**src/design/okrl_pkg.sv**
```systemverilog
package okrl_pkg;

  // Field widths of the item on each channel.
  localparam int CmdW    = 4;
  localparam int KeyW    = 32;
  localparam int ValW    = 10;
  localparam int PosInW  = 5;
  localparam int StatW   = 2;
  localparam int TotW    = 5;

  // Default number of records the list holds.
  localparam int CapacityDef = 16;

  // Command codes.
  localparam logic [CmdW-1:0] CMD_PUSH_FRONT = 4'd0;
  localparam logic [CmdW-1:0] CMD_PUSH_BACK  = 4'd1;
  localparam logic [CmdW-1:0] CMD_POP_FRONT  = 4'd2;
  localparam logic [CmdW-1:0] CMD_POP_BACK   = 4'd3;
  localparam logic [CmdW-1:0] CMD_INSERT     = 4'd4;
  localparam logic [CmdW-1:0] CMD_LOOKUP     = 4'd5;
  localparam logic [CmdW-1:0] CMD_REMOVE     = 4'd6;
  localparam logic [CmdW-1:0] CMD_UPDATE     = 4'd7;
  localparam logic [CmdW-1:0] CMD_SCAN       = 4'd8;

  // Result status codes.
  localparam logic [StatW-1:0] ST_OK    = 2'd0;
  localparam logic [StatW-1:0] ST_EMPTY = 2'd1;
  localparam logic [StatW-1:0] ST_MISS  = 2'd2;
  localparam logic [StatW-1:0] ST_FULL  = 2'd3;

  // Cell update modes broadcast along the chain.
  localparam logic [1:0] MODE_HOLD   = 2'd0;
  localparam logic [1:0] MODE_INSERT = 2'd1;
  localparam logic [1:0] MODE_SHIFT  = 2'd2;
  localparam logic [1:0] MODE_ROTATE = 2'd3;

  // One stored record.
  typedef struct packed {
    logic [KeyW-1:0] key;
    logic [ValW-1:0] value;
  } okrl_rec_t;

  // Control sent to every cell in a cycle.
  typedef struct packed {
    logic [1:0] mode;
    okrl_rec_t  ins;
  } okrl_bcast_t;

endpackage

```
**src/design/okrl_ifs.sv**
```systemverilog
// Command channel.
interface okrl_in_if;
  import okrl_pkg::*;
  logic              valid;
  logic              ready;
  logic [CmdW-1:0]   command;
  logic [KeyW-1:0]   key;
  logic [ValW-1:0]   value;
  logic [PosInW-1:0] position;
  logic [ValW-1:0]   threshold;

  modport source (output valid, command, key, value, position, threshold, input ready);
  modport sink (input valid, command, key, value, position, threshold, output ready);
endinterface

// Result channel.
interface okrl_out_if;
  import okrl_pkg::*;
  logic             valid;
  logic             ready;
  logic [StatW-1:0] status;
  logic [KeyW-1:0]  out_key;
  logic [ValW-1:0]  out_value;
  logic [TotW-1:0]  entry_total;
  logic             last;

  modport source (output valid, status, out_key, out_value, entry_total, last, input ready);
  modport sink (input valid, status, out_key, out_value, entry_total, last, output ready);
endinterface

```
**src/design/ordered_keyed_record_list.sv**
```systemverilog
// Ordered keyed record list: up to CAPACITY records (32-bit key, 10-bit value)
// kept front to back in a chain of cells.
// in_ch carries one command item per valid/ready handshake; out_ch returns the
// result items, each with status, key, value, record count and a last flag.
// Push front, push back, insert, pop front, unused codes and any command on an
// empty list need no walk: the result item is on out_ch the cycle after
// the command is taken.
// Pop back, lookup, remove, update and scan on a non-empty list walk it once by
// rotating the chain through its head cell, one record a cycle while no result
// item waits on a stalled receiver; after the walk a finish state puts the final
// result item in the result register and so on out_ch.
// A scan streams one item per matching record, front to back; each match is
// sent once the next one turns up, and the last one leaves at the end of the walk.
// A new command is taken only once the previous one has delivered its final
// result, at the earliest at the same edge at which that item is accepted.
// With a ready receiver, commands with no walk are taken back to back, one a cycle.
// While a result item waits on a stalled receiver, no command is taken and the
// walk pauses with it; nothing is lost.
// Reset (synchronous, active low) empties the list and the result register.
module ordered_keyed_record_list #(
  parameter int CAPACITY = okrl_pkg::CapacityDef
) (
  input logic clk,
  input logic rst_n,
  okrl_in_if.sink    in_ch,
  okrl_out_if.source out_ch
);
  import okrl_pkg::*;

  localparam int CntW = $clog2(CAPACITY + 1);
  localparam int CmpW = (CntW > PosInW) ? CntW : PosInW;

  localparam logic [1:0] S_IDLE   = 2'd0;
  localparam logic [1:0] S_WALK   = 2'd1;
  localparam logic [1:0] S_FINISH = 2'd2;

  logic [1:0]      state_r, state_nxt;
  logic [CntW-1:0] count_r, count_nxt;
  logic [CntW-1:0] steps_r, steps_nxt;
  logic [CmdW-1:0] cmd_r, cmd_nxt;
  logic [KeyW-1:0] key_r, key_nxt;
  logic [ValW-1:0] val_r, val_nxt;
  logic [ValW-1:0] thr_r, thr_nxt;
  logic            found_r, found_nxt;
  okrl_rec_t       held_r, held_nxt;
  logic            held_valid_r, held_valid_nxt;

  logic             out_valid_r, out_valid_nxt;
  logic [StatW-1:0] out_status_r;
  okrl_rec_t        out_rec_r;
  logic [TotW-1:0]  out_total_r;
  logic             out_last_r;

  okrl_bcast_t     bc;
  logic [CntW-1:0] cell_pos;
  okrl_rec_t       cell_rec [CAPACITY];
  okrl_rec_t       head;
  okrl_rec_t       rec_mod;
  logic            slot_free;
  logic            in_acc;
  logic            full;
  logic            empty;
  logic            hit;
  logic [CntW-1:0] pos_clamp;

  logic             emit;
  logic [StatW-1:0] em_status;
  okrl_rec_t        em_rec;
  logic             em_last;

  // Chain of cells.
  for (genvar i = 0; i < CAPACITY; i++) begin : g_cell
    okrl_rec_t left_rec;
    okrl_rec_t right_rec;
    if (i == 0) begin : g_first
      assign left_rec = bc.ins;
    end else begin : g_mid_l
      assign left_rec = cell_rec[i-1];
    end
    if (i == CAPACITY - 1) begin : g_last
      assign right_rec = cell_rec[i];
    end else begin : g_mid_r
      assign right_rec = cell_rec[i+1];
    end
    okrl_cell #(
      .CNT_W (CntW),
      .IDX   (i)
    ) u_cell (
      .clk       (clk),
      .bc        (bc),
      .pos       (cell_pos),
      .left_rec  (left_rec),
      .right_rec (right_rec),
      .cell_rec  (cell_rec[i])
    );
  end

  assign head      = cell_rec[0];
  assign slot_free = !out_valid_r || out_ch.ready;
  assign in_ch.ready = (state_r == S_IDLE) && slot_free;
  assign in_acc    = in_ch.valid && in_ch.ready;
  assign full      = (count_r == CntW'(CAPACITY));
  assign empty     = (count_r == '0);
  assign pos_clamp = (CmpW'(in_ch.position) >= CmpW'(count_r)) ? count_r
                                                               : CntW'(in_ch.position);

  // Does the record at the head of the chain take part in this walk step.
  always_comb begin
    case (cmd_r)
      CMD_POP_BACK: hit = (steps_r == CntW'(1));
      CMD_SCAN:     hit = (head.value >= thr_r);
      default:      hit = !found_r && (head.key == key_r);
    endcase
    rec_mod = head;
    if (cmd_r == CMD_UPDATE && hit) begin
      rec_mod.value = val_r;
    end
  end

  // Command sequencing and chain control.
  always_comb begin
    state_nxt      = state_r;
    count_nxt      = count_r;
    steps_nxt      = steps_r;
    cmd_nxt        = cmd_r;
    key_nxt        = key_r;
    val_nxt        = val_r;
    thr_nxt        = thr_r;
    found_nxt      = found_r;
    held_nxt       = held_r;
    held_valid_nxt = held_valid_r;
    bc.mode        = MODE_HOLD;
    bc.ins         = rec_mod;
    cell_pos       = '0;
    emit           = 1'b0;
    em_status      = ST_OK;
    em_rec         = '0;
    em_last        = 1'b1;

    case (state_r)
      S_IDLE: begin
        if (in_acc) begin
          cmd_nxt        = in_ch.command;
          key_nxt        = in_ch.key;
          val_nxt        = in_ch.value;
          thr_nxt        = in_ch.threshold;
          found_nxt      = 1'b0;
          held_valid_nxt = 1'b0;
          steps_nxt      = count_r;
          case (in_ch.command)
            CMD_PUSH_FRONT, CMD_PUSH_BACK, CMD_INSERT: begin
              emit = 1'b1;
              if (full) begin
                em_status = ST_FULL;
              end else begin
                bc.mode       = MODE_INSERT;
                bc.ins.key    = in_ch.key;
                bc.ins.value  = in_ch.value;
                count_nxt     = count_r + 1'b1;
                if (in_ch.command == CMD_PUSH_FRONT) begin
                  cell_pos = '0;
                end else if (in_ch.command == CMD_PUSH_BACK) begin
                  cell_pos = count_r;
                end else begin
                  cell_pos = pos_clamp;
                end
              end
            end
            CMD_POP_FRONT: begin
              emit = 1'b1;
              if (empty) begin
                em_status = ST_EMPTY;
              end else begin
                bc.mode   = MODE_SHIFT;
                em_rec    = head;
                count_nxt = count_r - 1'b1;
              end
            end
            CMD_POP_BACK: begin
              if (empty) begin
                emit      = 1'b1;
                em_status = ST_EMPTY;
              end else begin
                state_nxt = S_WALK;
              end
            end
            CMD_LOOKUP, CMD_REMOVE, CMD_UPDATE, CMD_SCAN: begin
              if (empty) begin
                emit      = 1'b1;
                em_status = ST_MISS;
              end else begin
                state_nxt = S_WALK;
              end
            end
            default: begin
              emit = 1'b1;
            end
          endcase
        end
      end

      S_WALK: begin
        if (slot_free) begin
          // Drop the head record on a removal, otherwise send it to the tail.
          if (hit && (cmd_r == CMD_REMOVE || cmd_r == CMD_POP_BACK)) begin
            bc.mode   = MODE_SHIFT;
            count_nxt = count_r - 1'b1;
          end else begin
            bc.mode  = MODE_ROTATE;
            cell_pos = count_r - 1'b1;
          end
          // A scan releases the previous match once a later one turns up.
          if (hit) begin
            found_nxt      = 1'b1;
            held_nxt       = rec_mod;
            held_valid_nxt = 1'b1;
            if (cmd_r == CMD_SCAN && held_valid_r) begin
              emit    = 1'b1;
              em_rec  = held_r;
              em_last = 1'b0;
            end
          end
          steps_nxt = steps_r - 1'b1;
          if (steps_r == CntW'(1)) begin
            state_nxt = S_FINISH;
          end
        end
      end

      S_FINISH: begin
        if (slot_free) begin
          emit      = 1'b1;
          state_nxt = S_IDLE;
          if (held_valid_r) begin
            em_rec = held_r;
          end else begin
            em_status = ST_MISS;
          end
        end
      end

      default: begin
        state_nxt = S_IDLE;
      end
    endcase
  end

  // Result register.
  always_comb begin
    out_valid_nxt = out_valid_r;
    if (emit) begin
      out_valid_nxt = 1'b1;
    end else if (out_ch.ready) begin
      out_valid_nxt = 1'b0;
    end
  end

  always_ff @(posedge clk) begin
    if (!rst_n) begin
      state_r      <= S_IDLE;
      count_r      <= '0;
      out_valid_r  <= 1'b0;
      found_r      <= 1'b0;
      held_valid_r <= 1'b0;
    end else begin
      state_r      <= state_nxt;
      count_r      <= count_nxt;
      out_valid_r  <= out_valid_nxt;
      found_r      <= found_nxt;
      held_valid_r <= held_valid_nxt;
    end
  end

  always_ff @(posedge clk) begin
    steps_r <= steps_nxt;
    cmd_r   <= cmd_nxt;
    key_r   <= key_nxt;
    val_r   <= val_nxt;
    thr_r   <= thr_nxt;
    held_r  <= held_nxt;
    if (emit) begin
      out_status_r <= em_status;
      out_rec_r    <= em_rec;
      out_total_r  <= TotW'(count_nxt);
      out_last_r   <= em_last;
    end
  end

  assign out_ch.valid       = out_valid_r;
  assign out_ch.status      = out_status_r;
  assign out_ch.out_key     = out_rec_r.key;
  assign out_ch.out_value   = out_rec_r.value;
  assign out_ch.entry_total = out_total_r;
  assign out_ch.last        = out_last_r;

  // The record count never goes past the capacity.
  a_count_max: assert property (@(posedge clk) disable iff (!rst_n)
    count_r <= CntW'(CAPACITY))
    else $error("record count exceeds capacity");

  // A walk never grows the list.
  a_walk_no_grow: assert property (@(posedge clk) disable iff (!rst_n)
    (state_r != S_IDLE) |=> (count_r <= $past(count_r)))
    else $error("record count grew during a walk");

  // Only a scan leaves a result item that is not the last.
  a_not_last_scan: assert property (@(posedge clk) disable iff (!rst_n)
    (out_valid_r && !out_last_r) |-> (cmd_r == CMD_SCAN))
    else $error("non-final result from a command other than scan");

  // A pop back walk always ends holding the removed record.
  a_pop_back_held: assert property (@(posedge clk) disable iff (!rst_n)
    (state_r == S_FINISH && cmd_r == CMD_POP_BACK) |-> held_valid_r)
    else $error("pop back finished without a record");

endmodule

```
**src/design/okrl_cell.sv**
```systemverilog
module okrl_cell #(
  parameter int CNT_W = 5,
  parameter int IDX   = 0
) (
  input  logic                  clk,
  input  okrl_pkg::okrl_bcast_t bc,
  input  logic [CNT_W-1:0]      pos,
  input  okrl_pkg::okrl_rec_t   left_rec,
  input  okrl_pkg::okrl_rec_t   right_rec,
  output okrl_pkg::okrl_rec_t   cell_rec
);
  import okrl_pkg::*;

  localparam logic [CNT_W-1:0] MyIdx = CNT_W'(IDX);

  okrl_rec_t rec_r;
  okrl_rec_t rec_nxt;
  logic      at_pos;
  logic      past_pos;

  assign at_pos   = (MyIdx == pos);
  assign past_pos = (MyIdx > pos);

  // Pick this cell's next record from the broadcast or a neighbor.
  always_comb begin
    rec_nxt = rec_r;
    case (bc.mode)
      MODE_INSERT: begin
        if (at_pos) begin
          rec_nxt = bc.ins;
        end else if (past_pos) begin
          rec_nxt = left_rec;
        end
      end
      MODE_SHIFT: begin
        rec_nxt = right_rec;
      end
      MODE_ROTATE: begin
        rec_nxt = at_pos ? bc.ins : right_rec;
      end
      default: begin
        rec_nxt = rec_r;
      end
    endcase
  end

  always_ff @(posedge clk) begin
    rec_r <= rec_nxt;
  end

  assign cell_rec = rec_r;

endmodule

```
**src/flat_wrapper.sv**
```systemverilog
// flat-port wrapper written by rule: the top's interface ports become plain ports
module ordered_keyed_record_list_flat import okrl_pkg::*;
#(
  parameter int CAPACITY = okrl_pkg::CapacityDef
)
  (clk, rst_n, in_ch_valid, in_ch_command, in_ch_key, in_ch_value, in_ch_position, in_ch_threshold, in_ch_ready, out_ch_valid, out_ch_status, out_ch_out_key, out_ch_out_value, out_ch_entry_total, out_ch_last, out_ch_ready);
  okrl_in_if in_ch_i ();
  okrl_out_if out_ch_i ();
  input logic clk;
  input logic rst_n;
  input wire logic [$bits(in_ch_i.valid)-1:0] in_ch_valid;
  input wire logic [$bits(in_ch_i.command)-1:0] in_ch_command;
  input wire logic [$bits(in_ch_i.key)-1:0] in_ch_key;
  input wire logic [$bits(in_ch_i.value)-1:0] in_ch_value;
  input wire logic [$bits(in_ch_i.position)-1:0] in_ch_position;
  input wire logic [$bits(in_ch_i.threshold)-1:0] in_ch_threshold;
  output wire logic [$bits(in_ch_i.ready)-1:0] in_ch_ready;
  output wire logic [$bits(out_ch_i.valid)-1:0] out_ch_valid;
  output wire logic [$bits(out_ch_i.status)-1:0] out_ch_status;
  output wire logic [$bits(out_ch_i.out_key)-1:0] out_ch_out_key;
  output wire logic [$bits(out_ch_i.out_value)-1:0] out_ch_out_value;
  output wire logic [$bits(out_ch_i.entry_total)-1:0] out_ch_entry_total;
  output wire logic [$bits(out_ch_i.last)-1:0] out_ch_last;
  input wire logic [$bits(out_ch_i.ready)-1:0] out_ch_ready;
  assign in_ch_i.valid = in_ch_valid;
  assign in_ch_i.command = in_ch_command;
  assign in_ch_i.key = in_ch_key;
  assign in_ch_i.value = in_ch_value;
  assign in_ch_i.position = in_ch_position;
  assign in_ch_i.threshold = in_ch_threshold;
  assign in_ch_ready = in_ch_i.ready;
  assign out_ch_valid = out_ch_i.valid;
  assign out_ch_status = out_ch_i.status;
  assign out_ch_out_key = out_ch_i.out_key;
  assign out_ch_out_value = out_ch_i.out_value;
  assign out_ch_entry_total = out_ch_i.entry_total;
  assign out_ch_last = out_ch_i.last;
  assign out_ch_i.ready = out_ch_ready;
  ordered_keyed_record_list #(.CAPACITY(CAPACITY)) u_core (.clk(clk), .rst_n(rst_n), .in_ch(in_ch_i), .out_ch(out_ch_i));
endmodule
```
**config.mk**
```make
export PLATFORM = sky130hd
export DESIGN_NAME = ordered_keyed_record_list_flat
export DESIGN_NICKNAME = d
export VERILOG_FILES = /design/src/design/okrl_pkg.sv /design/src/design/okrl_ifs.sv /design/src/design/ordered_keyed_record_list.sv /design/src/design/okrl_cell.sv /design/src/flat_wrapper.sv
export SDC_FILE = /design/constraint.sdc
export NUM_CORES = 2
export LEC_CHECK = 0
export BUFFER_PORTS_ARGS = -buffer_cell sky130_fd_sc_hd__buf_2
export CAP_MARGIN = 20
export CORE_ASPECT_RATIO = 2
export CORE_UTILIZATION = 45
export CTS_CLUSTER_SIZE = 16
export DETAILED_ROUTE_END_ITERATION = 8
export SETUP_SLACK_MARGIN = 0.15
export SKIP_LAST_GASP = 1
export SLEW_MARGIN = 10
export SYNTH_ARGS = -nofsm -noshare
export SYNTH_HDL_FRONTEND = slang
export SYNTH_SLANG_ARGS = --single-unit
```
**constraint.sdc**
```tcl
create_clock -name clk -period 10.2 [get_ports clk]
set_input_delay 1.02 -clock clk [delete_from_list [all_inputs] [get_ports clk]]
set_output_delay 1.02 -clock clk [all_outputs]
set_load 0.02 [all_outputs]
```
== Word level (Yosys, flattened, before mapping) ==
Cells that the tools add are included.

* Register bits: 834
* Output and inout port bits: 52

* $add $sub $neg: 3
* Order comparisons: 18
* Equality and inequality tests: 59
* Multiplexer cells: 133
* Reduce and logical (&&, ||, !) cells: 43

{| class="wikitable"
|+ Operators by type and width
! kind !! count
|-
| $mux 42 || 58
|-
| $pmux 42 s3 || 16
|-
| $pmux 42 s2 || 1
|-
| $mux 5 || 15
|-
| $ne 3x3->1 const B || 16
|-
| $mux 44 || 1
|-
| $mux 43 || 1
|-
| $eq 4x5->1 const A || 8
|-
| $gt 4x5->1 const A || 8
|-
| $pmux 5 s2 || 4
|-
| $eq 32x32->1 || 1
|-
| $reduce_and 2->1 || 16
|-
| $mux 2 || 13
|-
| $eq 4x3->1 const B || 6
|-
| $eq 3x5->1 const A || 4
|-
| $gt 3x5->1 const A || 4
|-
| $mux 1 || 15
|-
| $eq 4x2->1 const B || 3
|-
| $pmux 2 s2 || 3
|-
| $pmux 2 s3 || 2
|-
| $eq 2x5->1 const A || 2
|-
| $ge 10x10->1 || 1
|-
| $gt 1x5->1 const A || 2
|-
| $gt 2x5->1 const A || 2
|-
| 30 further kinds || 54
|}

== Depth between registers and ports, before layout ==
* Word-level depth: 12
* Gate-level depth with buffers: 16
* Depth with buffers taken out: 12

== Hierarchy ==
From an unflattened synthesis, not the netlist that was laid out.

* Cells, all modules: 4068
* Area total of the unflattened synthesis: 48292.6 um^2

{| class="wikitable"
|+ By module, submodules not included
! module !! instances !! cells an instance !! area an instance (um^2)
|-
| ordered_keyed_record_list || 1 || 585 || 7847.5
|-
| okrl_cell at u_core.g_cell[10].u_cell || 1 || 254 || 2741.4
|-
| okrl_cell at u_core.g_cell[14].u_cell || 1 || 244 || 2648.8
|-
| okrl_cell at u_core.g_cell[5].u_cell || 1 || 198 || 2641.3
|-
| okrl_cell at u_core.g_cell[4].u_cell || 1 || 198 || 2637.5
|-
| okrl_cell at u_core.g_cell[1].u_cell || 1 || 196 || 2608.8
|-
| okrl_cell at u_core.g_cell[9].u_cell || 1 || 198 || 2603.7
|-
| okrl_cell at u_core.g_cell[13].u_cell || 1 || 197 || 2601.2
|-
| okrl_cell at u_core.g_cell[7].u_cell || 1 || 196 || 2601.2
|-
| okrl_cell at u_core.g_cell[6].u_cell || 1 || 243 || 2549.9
|-
| okrl_cell at u_core.g_cell[12].u_cell || 1 || 241 || 2532.4
|-
| okrl_cell at u_core.g_cell[8].u_cell || 1 || 242 || 2526.2
|-
| okrl_cell at u_core.g_cell[0].u_cell || 1 || 240 || 2513.7
|-
| okrl_cell at u_core.g_cell[2].u_cell || 1 || 237 || 2356.0
|-
| 3 more rows || - || - || -
|}

== Worst setup path after synthesis ==
OpenSTA, ideal clock, no wires.

* Kind: input to register
* From: input out_ch_ready
* To: register u_core.g_cell[8].u_cell.rec_r, in the netlist u_core.g_cell[8].u_cell.cell_rec[0], enable pin
* Library setup time: 0.405 ns
* Arrival: 7.792 ns
* Required time: 9.795 ns
* Slack: 2.003 ns
* Stages: 8
* Path buffers: 2
* Cell sequence: nand2b_1 nand3_1 inv_1 nand3_1 buf_2 clkbuf_1 o21ai_0 nand2b_1

* Cells in the longest elaborated chain, start to end: 8
* Elaborated cells between the ends (all ways): 17

{| class="wikitable"
|+ Ends and longest elaborated chain
! item !! line !! RTL
|-
| start: declaration || flat_wrapper.sv:24 || <nowiki>input wire logic [$bits(out_ch_i.ready)-1:0] out_ch_ready;</nowiki>
|-
| $logic_or 1x1->1 (*) || ordered_keyed_record_list.sv:99 || <nowiki>assign slot_free = !out_valid_r || out_ch.ready;</nowiki>
|-
| $logic_and 1x1->1 || ordered_keyed_record_list.sv:100 || <nowiki>assign in_ch.ready = (state_r == S_IDLE) && slot_free;</nowiki>
|-
| $logic_and 1x1->1 || ordered_keyed_record_list.sv:101 || <nowiki>assign in_acc = in_ch.valid && in_ch.ready;</nowiki>
|-
| $mux 5 / $mux 44 (equally long branches) || ordered_keyed_record_list.sv:142 || <nowiki>if (in_acc) begin</nowiki>
|-
| $pmux 5 s2 / $pmux 2 s2 (equally long branches) || ordered_keyed_record_list.sv:140 || <nowiki>case (state_r)</nowiki>
|-
| $gt 4x5->1, or another cell as far along || okrl_cell.sv:22 || <nowiki>assign past_pos = (MyIdx > pos);</nowiki>
|-
| $ne 3x3->1 (no line) / $reduce_bool 3->1 (equally long branches) || - ||
|-
| $reduce_and 2->1 (no line) (*) || - ||
|-
| end signal: assignment || okrl_cell.sv:48 || <nowiki>rec_r <= rec_nxt;</nowiki>
|-
| end: declaration || okrl_cell.sv:16 || <nowiki>okrl_rec_t rec_r;</nowiki>
|}

Mark *: on every way between the ends. The rest lies on a longest branch, timed or not.
A chain may end at the register's enable or synchronous reset.

==> flow_summary_export.csv <==
group,metric,value,unit
setup_path,start_kind,"flop",
routing,wl_per_cell,34.2,um
cts,ctsHtreeMaxLevel,3,
sta,hold_viol,0,
cts,cts.reportedPaths.clkPinSlew,0.07,ns
floorplan,die_y,446,um
sta,rsz0062_at_grt,"no",
power,seq_power_share,0.483,
setup_path,critPathKind,"reg -> reg",
sta,holdWs,0.500,ns
global_routing,grt_pass1_vias,36300,
logic_synthesis,syn_avg_cell_area,11.3,um^2
global_routing,grt.met3_usage,0.0800,
power,p_int,6.35,mW
global_routing,use_met1,0.387,
logic_synthesis,synth_area,44400,um^2
power,net-switching-power,2.70,mW
power,clock_power_share,0.333,
power,p_per_area,186,nW/um^2
cts,holdBufCountCts,0,
cts,postCtsSetupRepairBufs,0,
floorplan,core.rowCount,162,
sta,maxSlewHeadroom,0.222,
cts,clock_latency,0.70,ns
global_routing,use_met2,0.572,
placed_design,post-place-ws,3.90,ns
logic_synthesis,ys_top_cells_by_count,"825 x edfxtp_1, 456 x nand2_1, 378 x nor2_1",
global_routing,track_usage,0.346,
global_routing,grt_first_pass_wirelength,250,mm
logic_synthesis,ys_seq_elements,834,
logic_synthesis,synth_top_area_frac,0.558,
logic_synthesis,ys_async_sr_fraction,0,
final_layout,finalInstanceArea,48600,um^2
sta,final.min_clock_period,6.46,ns
logic_synthesis,synthTopCellsByArea,"edfxtp_1 56%, a221o_1 7.3%, nand2_1 3.9%",
final_layout,post-route-util,0.498,
job,drv_cap,0,
power,netSwitchingFraction,0.298,
cts,root_buffer,"clkbuf_16",
global_routing,grt-busiest-layer,"met2",
setup_path,critPathArrivalTime,6.89,ns
routing,avgViaCountPerCell,7.15,
logic_synthesis,synth_edf_count,825,
placed_design,hpwl,99.0,mm
sta,fin_ws,3.74,ns
floorplan,dieArea,99900,um^2
logic_synthesis,synth_most_common_cell,"edfxtp_1",
placed_design,placed_area,46100,um^2
hold_path,hold_class,"in -> reg",
sta,tightest_slew,1.13,ns
power,pwr-share-comb,0.183,
floorplan,die_x,224,um
sta,min_period_over_period,0.634,
global_routing,grt_max_degree,175,
sta,finClkSkew,0.0347,ns
setup_path,required,10.62,ns
cts,numClockSinks,834,
power,ir_worst_vdd,0.000152,V
routing,wl,176,mm
logic_synthesis,synth.distinct_cells,83,
final_layout,fill_cells,8660,
setup_path,crit_path_end_kind,"flop",
outcome,status,"finished clean",
floorplan,core,97500,um^2
final_layout,drive_above_1_share,0.140,
hold_path,hold_depth,1,
sta,setup_violations,0,
routing,route.antenna.remaining_nets,0,
cts,cts_resized,0,
logic_synthesis,syn-instance-count,3910,
logic_synthesis,synth_nets,3995,
final_layout,areaGrowthSynthToFinish,9.47,%
routing,drt-initial-drc-count,5094,
setup_path,reg2reg_depth,12,
global_routing,grt-ovfl-total,0,
routing,vias,36900,
final_layout,nets,3876,
logic_synthesis,ys_seq_area_frac,0.563,
routing,drtPass1Iterations,6,
logic_synthesis,synth_top_area_cell,"edfxtp_1",
sta,max_freq,155,MHz
sta,maxSlewViolCount,0,
sta,finalSetupTns,0,ns
setup_path,cp_max_fo,42,
power,leakage,17.0,nW
floorplan,pin_count,117,
floorplan,start_util,0.455,
cts,cts_tree,"built",
logic_synthesis,synthFlopType,"edfxtp_1",
placed_design,gp_congestion,0.922,
global_routing,antenna_found_initial,8,
placed_design,port_buffers,116,
cts,cts_buffers,78,
cts,clockBufferDepth,3,
routing,drc_errors,0,
logic_synthesis,yosysWarnings,0,
state kept, by name, summed over array words and instances (netlist names):
| name | count |
|---|---|
| u_core.held_r | 42 |
| u_core.state_r | 2 |
| u_core.key_r | 32 |
| u_core.out_ch.out_key | 32 |
| u_core.out_ch.entry_total | 5 |
| u_core.count_r | 5 |
| u_core.found_r | 1 |
| u_core.out_ch.last | 1 |
| u_core.val_r | 10 |
| u_core.out_ch.valid | 1 |
| u_core.cmd_r | 4 |
| u_core.out_ch.out_value | 10 |
| u_core.thr_r | 10 |
| u_core.steps_r | 5 |
| u_core.out_ch.status | 2 |
| u_core.g_cell.u_cell.cell_rec | 672 |
critical path, stage by stage, from the launching register on:
cell      delay [ns]
edfxtp_1        0.49
xor2_1          0.19
nor4_1          0.67
nand4_1         0.51
nor4b_4         0.89
o32a_1          0.60
nand2_2         0.08
buf_4           0.35
nor3_4          0.74
buf_4           0.73
o21ai_4         0.05
buf_4           0.39
a221o_1         0.40
layer usage:
layer / routed length, um / share of wire / vias up
met5: 47 / 0.00027 / -
met4: 15200 / 0.086 / 6
met3: 18500 / 0.10 / 855
met2: 83800 / 0.48 / 2791
met1: 58700 / 0.33 / 18100
li1: - / - / 15200
power by group through the flow:
stage | combinational (mW) | sequential [mW] | clock (mW)
detailed placement | 1.60 | 4.43 | 0
global placement | 1.58 | 4.43 | 0
floorplan | 1.02 | 4.41 | 0
CTS | 1.61 | 4.36 | 3.02
finish | 1.66 | 4.37 | 3.02
global route | 1.73 | 4.39 | 3.14
final cells by class:
cell class              count  area, um^2  area share
clock inverters            32         318     0.00654
repair buffers            231        1470      0.0303
clock buffers             105        2130      0.0438
diodes                      1        2.50   0.0000515
well taps                1312        1640      0.0338
multi-input cells        2618       17900       0.369
flip-flops and latches    834       25000       0.514
inverters                  28         106     0.00219
cells by family after synthesis:
logic type	share of synthesized area
flip-flops	0.563
adder cells (fa/ha/maj)	0.00564
buffers and inverters	0.0431
AO/OA/AOI/OAI	0.219
multiplexers	0.0549
AND/OR/NAND/NOR	0.106
XOR/XNOR	0.00829
final timing paths:
kind | startpoint | endpoint | slack (ns)
setup / recovery | u_core.g_cell[0].u_cell.cell_rec[12]$_DFFE_PP_ | u_core.g_cell[13].u_cell.cell_rec[39]$_DFFE_PP_ | 3.74
hold / removal | in_ch_threshold[4] | u_core.thr_r[4]$_DFFE_PP_ | 0.50
setup reg to reg | u_core.g_cell[0].u_cell.cell_rec[12]$_DFFE_PP_ | u_core.g_cell[13].u_cell.cell_rec[39]$_DFFE_PP_ | 3.74
hold reg to reg | u_core.held_r[14]$_DFFE_PP_ | u_core.out_ch.out_key[4]$_DFFE_PP_ | 0.53
cells in the final DEF (no fill, tap or decap), drive strengths merged, types with 26 or more instances in the layout:
cell	instances
o221ai	85
a211oi	64
mux2i	160
clkinv	27
a221o	323
a22o	42
o22ai	52
inv	26
a21oi	161
nand3	128
clkbuf	106
nor3	54
o221a	83
buf	230
o21ai	224
nor2	381
xor2	36
mux2	74
a32o	80
nand2	458
edfxtp	825
per-stage QoR:
step                      instances  power, mW
after global routing           5160       9.26
after CTS                      5157       8.99
after detailed placement       5020       6.03
after global placement         5018       6.01
final                          5161       9.05
after floorplan                3910       5.44
No activity file was read; power rests on OpenSTA's default activity.
